[src/design/bgd_pkg.sv]
// Shared types and codes for the button gesture detector.
package bgd_pkg;

   localparam int unsigned CfgW = 16;

   typedef struct packed {
      logic [CfgW-1:0] click_ticks;
      logic [CfgW-1:0] press_ticks;
      logic [CfgW-1:0] debounce_ticks;
   } cfg_type;

   localparam logic [CfgW-1:0] ClickReset    = 16'd800;
   localparam logic [CfgW-1:0] PressReset    = 16'd1000;
   localparam logic [CfgW-1:0] DebounceReset = 16'd50;

   // register indexes on the csr port
   localparam logic [1:0] REG_CLICK    = 2'd0;
   localparam logic [1:0] REG_PRESS    = 2'd1;
   localparam logic [1:0] REG_DEBOUNCE = 2'd2;

   // gesture codes
   localparam logic [2:0] GEST_NONE         = 3'd0;
   localparam logic [2:0] GEST_CLICK        = 3'd1;
   localparam logic [2:0] GEST_DOUBLE       = 3'd2;
   localparam logic [2:0] GEST_LONG_PRESS   = 3'd3;
   localparam logic [2:0] GEST_LONG_RELEASE = 3'd4;
   localparam logic [2:0] GEST_HELD_CLICK   = 3'd5;
   localparam logic [2:0] GEST_HELD_DOUBLE  = 3'd6;

   // gesture machine states
   localparam logic [3:0] ST_IDLE         = 4'd0;
   localparam logic [3:0] ST_PRESS1       = 4'd1;
   localparam logic [3:0] ST_RELEASE1     = 4'd2;
   localparam logic [3:0] ST_PRESS2       = 4'd3;
   localparam logic [3:0] ST_WAIT_RELEASE = 4'd4;
   localparam logic [3:0] ST_HELD         = 4'd6;
   localparam logic [3:0] ST_HELD_REL1    = 4'd7;
   localparam logic [3:0] ST_HELD_PRESS2  = 4'd8;
   localparam logic [3:0] ST_HELD_REL2    = 4'd9;
   localparam logic [3:0] ST_WAIT_PRESS   = 4'd10;

endpackage

[src/design/button_gesture_detector.sv]
// Top level of the button gesture detector: config registers, stages, result register.
//
// One req transaction is one millisecond tick; req_tdata[0] is the raw
// active-low pin level. Each tick yields exactly one rsp transaction carrying
// the gesture code (0 none, 1 click, 2 double, 3 long press, 4 long release,
// 5 held click, 6 held double) and the debounced level after that tick.
// The result is registered: a tick accepted at a clock edge is on rsp in the following cycle.
// Throughput is one tick per cycle; the single result register is refilled
// in the same cycle it is drained, so req_tready stays high while rsp_tready
// is high. When the receiver stalls with a result held, req_tready drops and
// no state moves until that result is taken.
// Thresholds are to be written on the csr port (0 click, 1 press, 2 debounce)
// only while the block is idle; the block itself does not enforce this. Reset restores
// 800/1000/50 ticks, the idle state, a released level and zeroed timers, and
// empties the result register. Timers are TIMER_BITS wide and saturate.
module button_gesture_detector #(
   parameter int unsigned TIMER_BITS = 16
) (
   input  logic        clock,
   input  logic        reset,
   input  logic        req_tvalid,
   output logic        req_tready,
   input  logic [7:0]  req_tdata,   // [0] raw_level, [7:1] zero
   output logic        rsp_tvalid,
   input  logic        rsp_tready,
   output logic [7:0]  rsp_tdata,   // [2:0] gesture, [3] clean_level, [7:4] zero
   input  logic        csr_we,
   input  logic [1:0]  csr_addr,
   input  logic [15:0] csr_wdata
);
   bgd_pkg::cfg_type cfg_ff, cfg_in;
   logic             valid_ff, valid_in;
   logic [2:0]       gesture_ff;
   logic             clean_ff;
   logic             step;
   logic             clean_next;
   logic [2:0]       gesture_next;

   always_comb begin
      cfg_in = cfg_ff;
      if (csr_we) begin
         case (csr_addr)
            bgd_pkg::REG_CLICK:    cfg_in.click_ticks    = csr_wdata;
            bgd_pkg::REG_PRESS:    cfg_in.press_ticks    = csr_wdata;
            bgd_pkg::REG_DEBOUNCE: cfg_in.debounce_ticks = csr_wdata;
            default:               cfg_in = cfg_ff;
         endcase
      end
   end

   assign req_tready = !valid_ff || rsp_tready;
   assign step       = req_tvalid && req_tready;
   assign valid_in   = step || (valid_ff && !rsp_tready);

   bgd_debounce #(.TIMER_BITS(TIMER_BITS)) u_debounce (
      .clock          (clock),
      .reset          (reset),
      .step           (step),
      .raw_level      (req_tdata[0]),
      .debounce_ticks (cfg_ff.debounce_ticks),
      .clean_next     (clean_next)
   );

   bgd_fsm #(.TIMER_BITS(TIMER_BITS)) u_fsm (
      .clock   (clock),
      .reset   (reset),
      .step    (step),
      .up      (clean_next),
      .cfg     (cfg_ff),
      .gesture (gesture_next)
   );

   always_ff @(posedge clock) begin
      if (reset) begin
         cfg_ff.click_ticks    <= bgd_pkg::ClickReset;
         cfg_ff.press_ticks    <= bgd_pkg::PressReset;
         cfg_ff.debounce_ticks <= bgd_pkg::DebounceReset;
         valid_ff              <= 1'b0;
      end else begin
         cfg_ff   <= cfg_in;
         valid_ff <= valid_in;
      end
   end

   always_ff @(posedge clock) begin
      if (step) begin
         gesture_ff <= gesture_next;
         clean_ff   <= clean_next;
      end
   end

   assign rsp_tvalid = valid_ff;
   assign rsp_tdata  = {4'b0000, clean_ff, gesture_ff};

`ifndef ASSERT_OFF
   a_reset_empty: assert property (@(posedge clock) reset |=> !rsp_tvalid)
      else $error("result register not empty after reset");

   a_no_overwrite: assert property (@(posedge clock) disable iff (reset)
      (req_tvalid && req_tready) |-> !(rsp_tvalid && !rsp_tready))
      else $error("tick accepted over a stalled result");

   a_code_range: assert property (@(posedge clock) disable iff (reset)
      rsp_tvalid |-> (rsp_tdata[2:0] != 3'd7))
      else $error("gesture code out of range");

   a_long_press_low: assert property (@(posedge clock) disable iff (reset)
      (rsp_tvalid && rsp_tdata[2:0] == bgd_pkg::GEST_LONG_PRESS) |-> !rsp_tdata[3])
      else $error("long press reported with button released");

   a_long_release_high: assert property (@(posedge clock) disable iff (reset)
      (rsp_tvalid && rsp_tdata[2:0] == bgd_pkg::GEST_LONG_RELEASE) |-> rsp_tdata[3])
      else $error("long release reported with button pressed");
`endif
endmodule

[src/design/bgd_debounce.sv]
// Debounce stage: quiet counter and accepted (clean) level.
module bgd_debounce #(
   parameter int unsigned TIMER_BITS = 16
) (
   input  logic                       clock,
   input  logic                       reset,
   input  logic                       step,
   input  logic                       raw_level,
   input  logic [bgd_pkg::CfgW-1:0]   debounce_ticks,
   output logic                       clean_next
);
   localparam int unsigned CmpW = (TIMER_BITS > bgd_pkg::CfgW) ? TIMER_BITS : bgd_pkg::CfgW;

   logic [TIMER_BITS-1:0] since_change_ff, since_change_in;
   logic                  prev_raw_ff, prev_raw_in;
   logic                  stable_ff, stable_in;

   always_comb begin
      if (raw_level != prev_raw_ff) begin
         since_change_in = '0;
      end else if (since_change_ff == {TIMER_BITS{1'b1}}) begin
         since_change_in = since_change_ff;
      end else begin
         since_change_in = since_change_ff + 1'b1;
      end
      if (CmpW'(since_change_in) > CmpW'(debounce_ticks)) begin
         stable_in = raw_level;
      end else begin
         stable_in = stable_ff;
      end
      prev_raw_in = raw_level;
   end

   assign clean_next = stable_in;

   always_ff @(posedge clock) begin
      if (reset) begin
         since_change_ff <= '0;
         prev_raw_ff     <= 1'b1;
         stable_ff       <= 1'b1;
      end else if (step) begin
         since_change_ff <= since_change_in;
         prev_raw_ff     <= prev_raw_in;
         stable_ff       <= stable_in;
      end
   end
endmodule

[src/design/bgd_fsm.sv]
// Gesture state machine with its saturating gesture timer.
module bgd_fsm #(
   parameter int unsigned TIMER_BITS = 16
) (
   input  logic                 clock,
   input  logic                 reset,
   input  logic                 step,
   input  logic                 up,
   input  bgd_pkg::cfg_type     cfg,
   output logic [2:0]           gesture
);
   localparam int unsigned CmpW = (TIMER_BITS > bgd_pkg::CfgW) ? TIMER_BITS : bgd_pkg::CfgW;

   logic [3:0]            state_ff, state_in;
   logic [TIMER_BITS-1:0] since_start_ff, since_start_in;
   logic [TIMER_BITS-1:0] since_inc;
   logic                  past_click;
   logic                  past_press;
   logic                  restart;

   always_comb begin
      if (since_start_ff == {TIMER_BITS{1'b1}}) begin
         since_inc = since_start_ff;
      end else begin
         since_inc = since_start_ff + 1'b1;
      end
      past_click = CmpW'(since_inc) > CmpW'(cfg.click_ticks);
      past_press = CmpW'(since_inc) > CmpW'(cfg.press_ticks);

      state_in = state_ff;
      gesture  = bgd_pkg::GEST_NONE;
      restart  = 1'b0;
      case (state_ff)
         bgd_pkg::ST_IDLE: begin
            if (!up) begin
               state_in = bgd_pkg::ST_PRESS1;
               restart  = 1'b1;
            end
         end
         bgd_pkg::ST_PRESS1: begin
            if (up) begin
               state_in = bgd_pkg::ST_RELEASE1;
            end else if (past_press) begin
               gesture  = bgd_pkg::GEST_LONG_PRESS;
               state_in = bgd_pkg::ST_HELD;
            end
         end
         bgd_pkg::ST_RELEASE1: begin
            if (past_click) begin
               gesture  = bgd_pkg::GEST_CLICK;
               state_in = bgd_pkg::ST_IDLE;
            end else if (!up) begin
               state_in = bgd_pkg::ST_PRESS2;
            end
         end
         bgd_pkg::ST_PRESS2: begin
            if (past_click) begin
               state_in = bgd_pkg::ST_WAIT_RELEASE;
            end else if (up) begin
               gesture  = bgd_pkg::GEST_DOUBLE;
               state_in = bgd_pkg::ST_IDLE;
            end
         end
         bgd_pkg::ST_WAIT_RELEASE: begin
            if (up) state_in = bgd_pkg::ST_IDLE;
         end
         bgd_pkg::ST_HELD: begin
            if (up) begin
               state_in = bgd_pkg::ST_HELD_REL1;
               restart  = 1'b1;
            end
         end
         bgd_pkg::ST_HELD_REL1: begin
            if (!up) begin
               state_in = bgd_pkg::ST_HELD_PRESS2;
            end else if (past_press) begin
               gesture  = bgd_pkg::GEST_LONG_RELEASE;
               state_in = bgd_pkg::ST_IDLE;
            end
         end
         bgd_pkg::ST_HELD_PRESS2: begin
            if (past_click) begin
               gesture  = bgd_pkg::GEST_HELD_CLICK;
               state_in = bgd_pkg::ST_HELD;
            end else if (up) begin
               state_in = bgd_pkg::ST_HELD_REL2;
            end
         end
         bgd_pkg::ST_HELD_REL2: begin
            if (past_click) begin
               state_in = bgd_pkg::ST_WAIT_PRESS;
            end else if (!up) begin
               gesture  = bgd_pkg::GEST_HELD_DOUBLE;
               state_in = bgd_pkg::ST_HELD;
            end
         end
         bgd_pkg::ST_WAIT_PRESS: begin
            if (!up) state_in = bgd_pkg::ST_HELD;
         end
         default: begin
            state_in = bgd_pkg::ST_IDLE;
         end
      endcase
      since_start_in = restart ? '0 : since_inc;
   end

   always_ff @(posedge clock) begin
      if (reset) begin
         state_ff       <= bgd_pkg::ST_IDLE;
         since_start_ff <= '0;
      end else if (step) begin
         state_ff       <= state_in;
         since_start_ff <= since_start_in;
      end
   end
endmodule
[config.mk]
export PLATFORM = sky130hd
export DESIGN_NAME = button_gesture_detector
export DESIGN_NICKNAME = d
export VERILOG_FILES = /design/src/design/bgd_pkg.sv /design/src/design/button_gesture_detector.sv /design/src/design/bgd_debounce.sv /design/src/design/bgd_fsm.sv
export SDC_FILE = /design/constraint.sdc
export NUM_CORES = 1
export LEC_CHECK = 0
export ABC_AREA = 1
export CORE_MARGIN = 4
export CORE_UTILIZATION = 55
export CTS_BUF_LIST = sky130_fd_sc_hd__clkbuf_8
export CTS_CLUSTER_DIAMETER = 200
export DETAILED_ROUTE_END_ITERATION = 8
export DONT_BUFFER_PORTS = 1
export HOLD_SLACK_MARGIN = 0.1
export PLACE_DENSITY = 0.68
export SLEW_MARGIN = 20
export SYNTH_ARGS = -nofsm -noshare
export SYNTH_HDL_FRONTEND = slang
export SYNTH_SLANG_ARGS = --single-unit
[constraint.sdc]
create_clock -name clock -period 3.9 [get_ports clock]
set_input_delay 0.39 -clock clock [delete_from_list [all_inputs] [get_ports clock]]
set_output_delay 0.39 -clock clock [all_outputs]
set_load 0.02 [all_outputs]
==> metrics.cfg, run 1 <==
[cells_and_area]
area_delta_synth_final_pct = 4.84
fin_area_sq_um = 6120
final_common_cell = nand2_1
fin_util_pct = 59.3
num_antenna_cells = 0
n_fill_cell = 965
final_nets = 897
mostFrequentLayoutCells = nand2_1 (151), inv_1 (131), dfxtp_1 (85)
final_layout_size_suffix_gt1_share_pct = 10.0
final_cells = 956

[flow_run]
cap_violations = 0

[timing]
finalMaxSlewViolations = 0
fin_skew_ns = 0.0173
setup_violations = 0
layout_min_cycle_time_ns = 3.52
tns_ns = 0
fin_ws_ns = 0.375
whs_ns = 0.129
worst_pin_slew_ns = 1.03
relSlewSlack_pct = 31.3
timing.final.crit_share_pct = 90.4
hold_viol_final = 0
rsz0062_at_grt = no
fmax_ghz = 0.284

[clock_tree]
root_buffer = clkbuf_8
numCtsBuffers = 9
clk-insertion-delay-late_ns = 0.36
path_clk_slew_ns = 0.09
htreeDepth = 3
cts.path.max_buffers = 2
cts_sinks = 91
cts_tree = yes

[power_and_ir_drop]
p_per_area_nw_per_um2 = 333
p_leak_nw = 2.85
power_mw = 2.04
irDropWorstVdd_mv = 0.178

[logic_synthesis]
synth_seq_cells = 91
ys.warnings.count = 0
synth_cells = 823
synth_cell_types = 41
yosys-top-cells-area = dfxtp_1 (30%), ha_1 (11%), nand2_1 (9.8%)
syn_area_per_cell_sq_um = 7.10
seq_area_frac_synth_pct = 31.9
syn_area_sq_um = 5840
netlist.area_leader.share_pct = 29.8
async_reset_ff_share_pct = 0
synthFlopType = dfxtp_1
synth-edff-count = 4
yosys.area.top_type = dfxtp_1

[worst_setup_path]
crit_slowest_cell = dfxtp_2
worstPathArrival_ns = 3.80
r2r_slack_ns = 0.38
cpPeakStageDelay_ns = 0.38
cp_common_cell = nand2_1
end_kind = flop
cp.required_ns = 4.18
cp_max_fo = 9
path_class = reg2reg
crit_path_start_kind = flop

[die]
die_area_sq_um = 12300
die_y_microns = 111
die_x_microns = 111
initial_core_util_pct = 56.6
io_pins = 41
core_area_sq_um = 10300
rows = 37

[drt]
drt-total-wl_mm = 13.7
via_per_inst = 5.41
drcViolationCount = 0
num_vias = 5175
drt-initial-drc-count = 390
drt_first_pass_iters = 5
post_drt_wl_per_cell_microns = 14.3
antenna_left = 0

[global_routing]
grt-ovfl-total = 0
first_global_vias = 4826
grt_max_degree = 66
antenna_found_initial = 0
grt_first_pass_wirelength_mm = 22.9
grt_usage_pct = 22.4

[placed_design]
dpl.cell_count = 939
place_ws_ns = 0.362
gp_congestion = 0.903
hpwl_mm = 10.1
io_buffers = 0
postPlaceCellArea_sq_um = 5900

[status]
outcome = finished, final reports clean

[min_path]
hp-class = in2reg

[logic make-up after synthesis]
logic type | Yosys count | synth area share [%]
other | 1 | 0.0642
and+or+nand+nor | 315 | 25.4
adders and majority gates | 50 | 10.7
DFF | 91 | 31.9
xor gates and xnor gates | 18 | 2.70
buffers and inverters | 159 | 11.2
AOI/OAI and AO/OA | 189 | 18.1
[what timing repair did]
item,4_1_cts,5_1_grt
hold endpoints to repair,21,0
resized for setup,0,8
buffers inserted,0,0
hold buffers,1,0
setup endpoints to repair,0,19
[cells in the mapped netlist (5+ instances only)]
cell type and count:
nand2_1 152, inv_1 127, dfxtp_1 87, a21oi_1 84, o21ai_0 65, nor2_1 61, ha_1 50, nand3_1 35
clkbuf_1 18, nand2_2 17, o211ai_1 17, xor2_1 13, a21oi_2 12, nand4_1 12, nor3_1 10, nand2_4 7
nor2_2 7, buf_4 5, xnor2_1 5
[report_power, final]
part,leakage (nW),switching [mW],internal (mW)
Sequential,0.752,0.0354,0.987
Clock,0.105,0.330,0.285
Combinational,2.00,0.271,0.130
[layer usage]
metal	GRT usage, %	vias up	part of all wire, %
met3	3.77	21	4.2
met5	0	-	0
met2	38.1	131	47
met4	6.89	0	2.5
met1	28.9	2359	46
li1	-	2664	-
[critical path, delay by kind of cell (launching register included)]
family / cells / cell delay [ns]
buffers and inverters: 3 / 0.19
flip-flops: 1 / 0.38
XOR/XNOR: 1 / 0.14
adder cells (fa/ha/maj): 2 / 0.49
AND/OR/NAND/NOR: 21 / 2.11
AO/OA/AOI/OAI: 1 / 0.12
[final timing paths]
| path | startpoint | to | cells past startpoint |
|---|---|---|---|
| max | u_debounce.since_change_ff[0] | u_fsm.since_start_ff[12] | 28 |
| max reg2reg | u_debounce.since_change_ff[0] | u_fsm.since_start_ff[12] | 28 |
| min | reset | u_debounce.stable_ff | 2 |
| min reg2reg | cfg_ff[45] | cfg_ff[45] | 2 |
[layout make-up]
| cell class | instances | area [sq um] | area share [%] |
|---|---|---|---|
| Timing Repair Buffer | 5 | 35.0 | 0.572 |
| Clock inverter | 6 | 51.3 | 0.838 |
| Sequential cell | 91 | 1860 | 30.4 |
| Clock buffer | 9 | 124 | 2.02 |
| Inverter | 132 | 497 | 8.11 |
| Tap cell | 136 | 170 | 2.78 |
| Multi-Input combinational cell | 577 | 3380 | 55.2 |
[sequential cells by signal, indices dropped and copies added (netlist names)]
name	cells
gesture_ff	3
u_fsm.since_start_ff	16
u_debounce.prev_raw_ff	1
clean_ff	1
u_debounce.stable_ff	1
u_debounce.since_change_ff	16
u_fsm.state_ff	4
cfg_ff	48
rsp_tvalid	1
No activity file was read; power rests on OpenSTA's default activity.
==> run 2, diff against run 1 <==
REMOVE_ABC_BUFFERS = 1   (was default)
TNS_END_PERCENT = 50   (was default)
==> run 2 against run 1 <==
  * Final cell count increased by 0.21%
  * Sequential share of layout area down 0.20 points
  * Sequential power about the same
  * Clock-buffer cell count is the same
  * Critical path type unchanged
==> metrics.cfg, run 2 (synthesized netlist as in run 1, its figures left out) <==
[status]
outcome = finished, final reports clean

[die]
die_y_microns = 111  ; unchanged
die_area_sq_um = 12300  ; unchanged
core_area_sq_um = 10300  ; unchanged
rows = 37  ; unchanged
io_pins = 41  ; unchanged
initial_core_util_pct = 56.6  ; unchanged
die_x_microns = 111  ; unchanged

[clock_tree]
cts_tree = yes
root_buffer = clkbuf_8
htreeDepth = 3  ; unchanged
cts.path.max_buffers = 2  ; unchanged
clk-insertion-delay-late_ns = 0.37  ; about the same
cts_sinks = 91  ; unchanged
numCtsBuffers = 9  ; unchanged
path_clk_slew_ns = 0.10  ; about the same

[cells_and_area]
largestRegisters = cfg_ff: 48 flops, u_debounce.since_change_ff: 16 flops, u_fsm.since_start_ff: 16 flops
final_common_cell = nand2_1
largest_register_ff_count = 48  ; unchanged
final_cells = 958  ; +0.21%
regMostFlops = cfg_ff
final_layout_size_suffix_gt1_share_pct = 10.5  ; +0.46 points
area_delta_synth_final_pct = 5.55
n_fill_cell = 952  ; -1.3%
mostFrequentLayoutCells = nand2_1 (152), inv_1 (128), dfxtp_1 (85)
final_nets = 898  ; +0.11%
num_antenna_cells = 0  ; unchanged

[timing]
worst_pin_slew_ns = 1.04  ; +0.00645 ns
rsz0062_at_grt = no
finalMaxSlewViolations = 0  ; unchanged
relSlewSlack_pct = 30.8  ; -0.43 points
fin_skew_ns = 0.0199  ; +0.00264 ns
timing.final.crit_share_pct = 90.6  ; +0.24 points
layout_min_cycle_time_ns = 3.53  ; +0.00945 ns
tns_ns = 0  ; unchanged
fmax_ghz = 0.283  ; -0.27%
hold_viol_final = 0  ; unchanged
setup_violations = 0  ; unchanged

[worst_setup_path]
end_kind = flop
r2r_slack_ns = 0.37  ; about the same
cpPeakStageDelay_ns = 0.38  ; about the same
crit_slowest_cell = dfxtp_2
cp.required_ns = 4.19  ; about the same
timing.rr.end = u_fsm.since_start_ff[1]
crit_path_start_kind = flop
path_class = reg2reg
cp_max_fo = 9  ; unchanged
cp_common_cell = nand2_1
ff2ff_path_depth = 28  ; unchanged
r2r_start = u_debounce.since_change_ff[0]
worstPathArrival_ns = 3.82  ; +0.02 ns

[drt]
num_vias = 5110  ; -1.3%
drcViolationCount = 0  ; unchanged
drt_first_pass_iters = 5  ; unchanged
antenna_left = 0  ; unchanged
via_per_inst = 5.33  ; -1.5%
post_drt_wl_per_cell_microns = 14.4  ; +0.44%
drt-initial-drc-count = 288  ; -26%
drt-total-wl_mm = 13.8  ; +0.65%

[flow_run]
cap_violations = 0  ; unchanged

[placed_design]
dpl.cell_count = 939  ; unchanged
io_buffers = 0  ; unchanged
hpwl_mm = 10.1  ; -0.33%
gp_congestion = 0.920  ; +1.9%

[global_routing]
grt-ovfl-total = 0  ; unchanged
grt_usage_pct = 22.5  ; +0.16 points
antenna_found_initial = 0  ; unchanged
grt_max_degree = 38  ; -42%
grt_first_pass_wirelength_mm = 23.0  ; +0.39%
first_global_vias = 4988  ; +3.4%

[min_path]
whs_endpoint = u_debounce.stable_ff
hold_path.startpoint = reset
hp-class = in2reg
hold_depth = 2  ; unchanged

[power_and_ir_drop]
power_mw = 2.13  ; +4.7%
p_per_area_nw_per_um2 = 346  ; +4.0%
p_leak_nw = 2.86  ; +0.37%
irDropWorstVdd_mv = 0.177  ; -0.80%

-- run 2: worst max-delay path by stage --
stage                                        startpoint                  endpoint  slack (ns)
after floorplan           u_debounce.since_change_ff[0]  u_fsm.since_start_ff[15]        0.85
after global placement    u_debounce.since_change_ff[0]  u_fsm.since_start_ff[15]        0.45
after detailed placement  u_debounce.since_change_ff[0]   u_fsm.since_start_ff[1]        0.35
after CTS                 u_debounce.since_change_ff[0]   u_fsm.since_start_ff[1]        0.29
after global routing      u_debounce.since_change_ff[0]   u_fsm.since_start_ff[4]        0.03
final                     u_debounce.since_change_ff[0]   u_fsm.since_start_ff[1]        0.37
-- run 2: what timing repair did --
item                                    in CTS  in global routing
endpoints found under the hold margin       21                  0
hold buffers                                 1                  0
endpoints found under the setup margin       0                 19
resized for setup                            0                  7
buffers inserted                             0                  1
-- run 2: final cells by class --
class	count	area (sq um)	area share (%)
clock inverters	7	86.3	1.40
clock buffers	9	124	2.01
flip-flops and latches	91	1860	30.2
multi-input cells	577	3370	54.6
well taps	136	170	2.76
inverters	132	497	8.06
repair buffers	6	55.1	0.893
-- run 2: metal layers --
layer / part of all wire, % / routed length (microns) / global-route usage (%) / up-vias
met3: 3.9 / 538 / 4.91 / 32
met2: 47 / 6430 / 37.2 / 104
li1: - / - / - / 2661
met1: 46 / 6330 / 28.1 / 2313
met4: 3.5 / 479 / 10.4 / 0
met5: 0 / 0 / 0 / -
-- run 2: report_power, final --
part	switching (mW)	internal, mW	total [mW]	leakage [nW]
Sequential	0.0361	0.986	1.02	0.752
Combinational	0.283	0.138	0.421	2.00
Clock	0.335	0.356	0.691	0.116
Total	0.654	1.48	2.13	2.86
-- run 2: critical path, delay by kind of cell (launching register included) --
family                   cells  cell delay [ns]
buffers and inverters        3             0.21
flip-flops                   1             0.38
AND/OR/NAND/NOR             21             2.09
AO/OA/AOI/OAI                1             0.12
XOR/XNOR                     1             0.14
adder cells (fa/ha/maj)      2             0.48
-- run 2: per-stage QoR --
step                area [sq um]  hold WS [ns]  utilization (%)  setup slack (ns)
global placement            5900         0.448             57.1             0.452
detailed placement          5900         0.452             57.1             0.350
finish                      6170         0.119             59.7             0.366
global route                6170         0.131             59.7            0.0280
floorplan                   5700         0.438                -             0.846
CTS                         6120         0.107             59.3             0.288
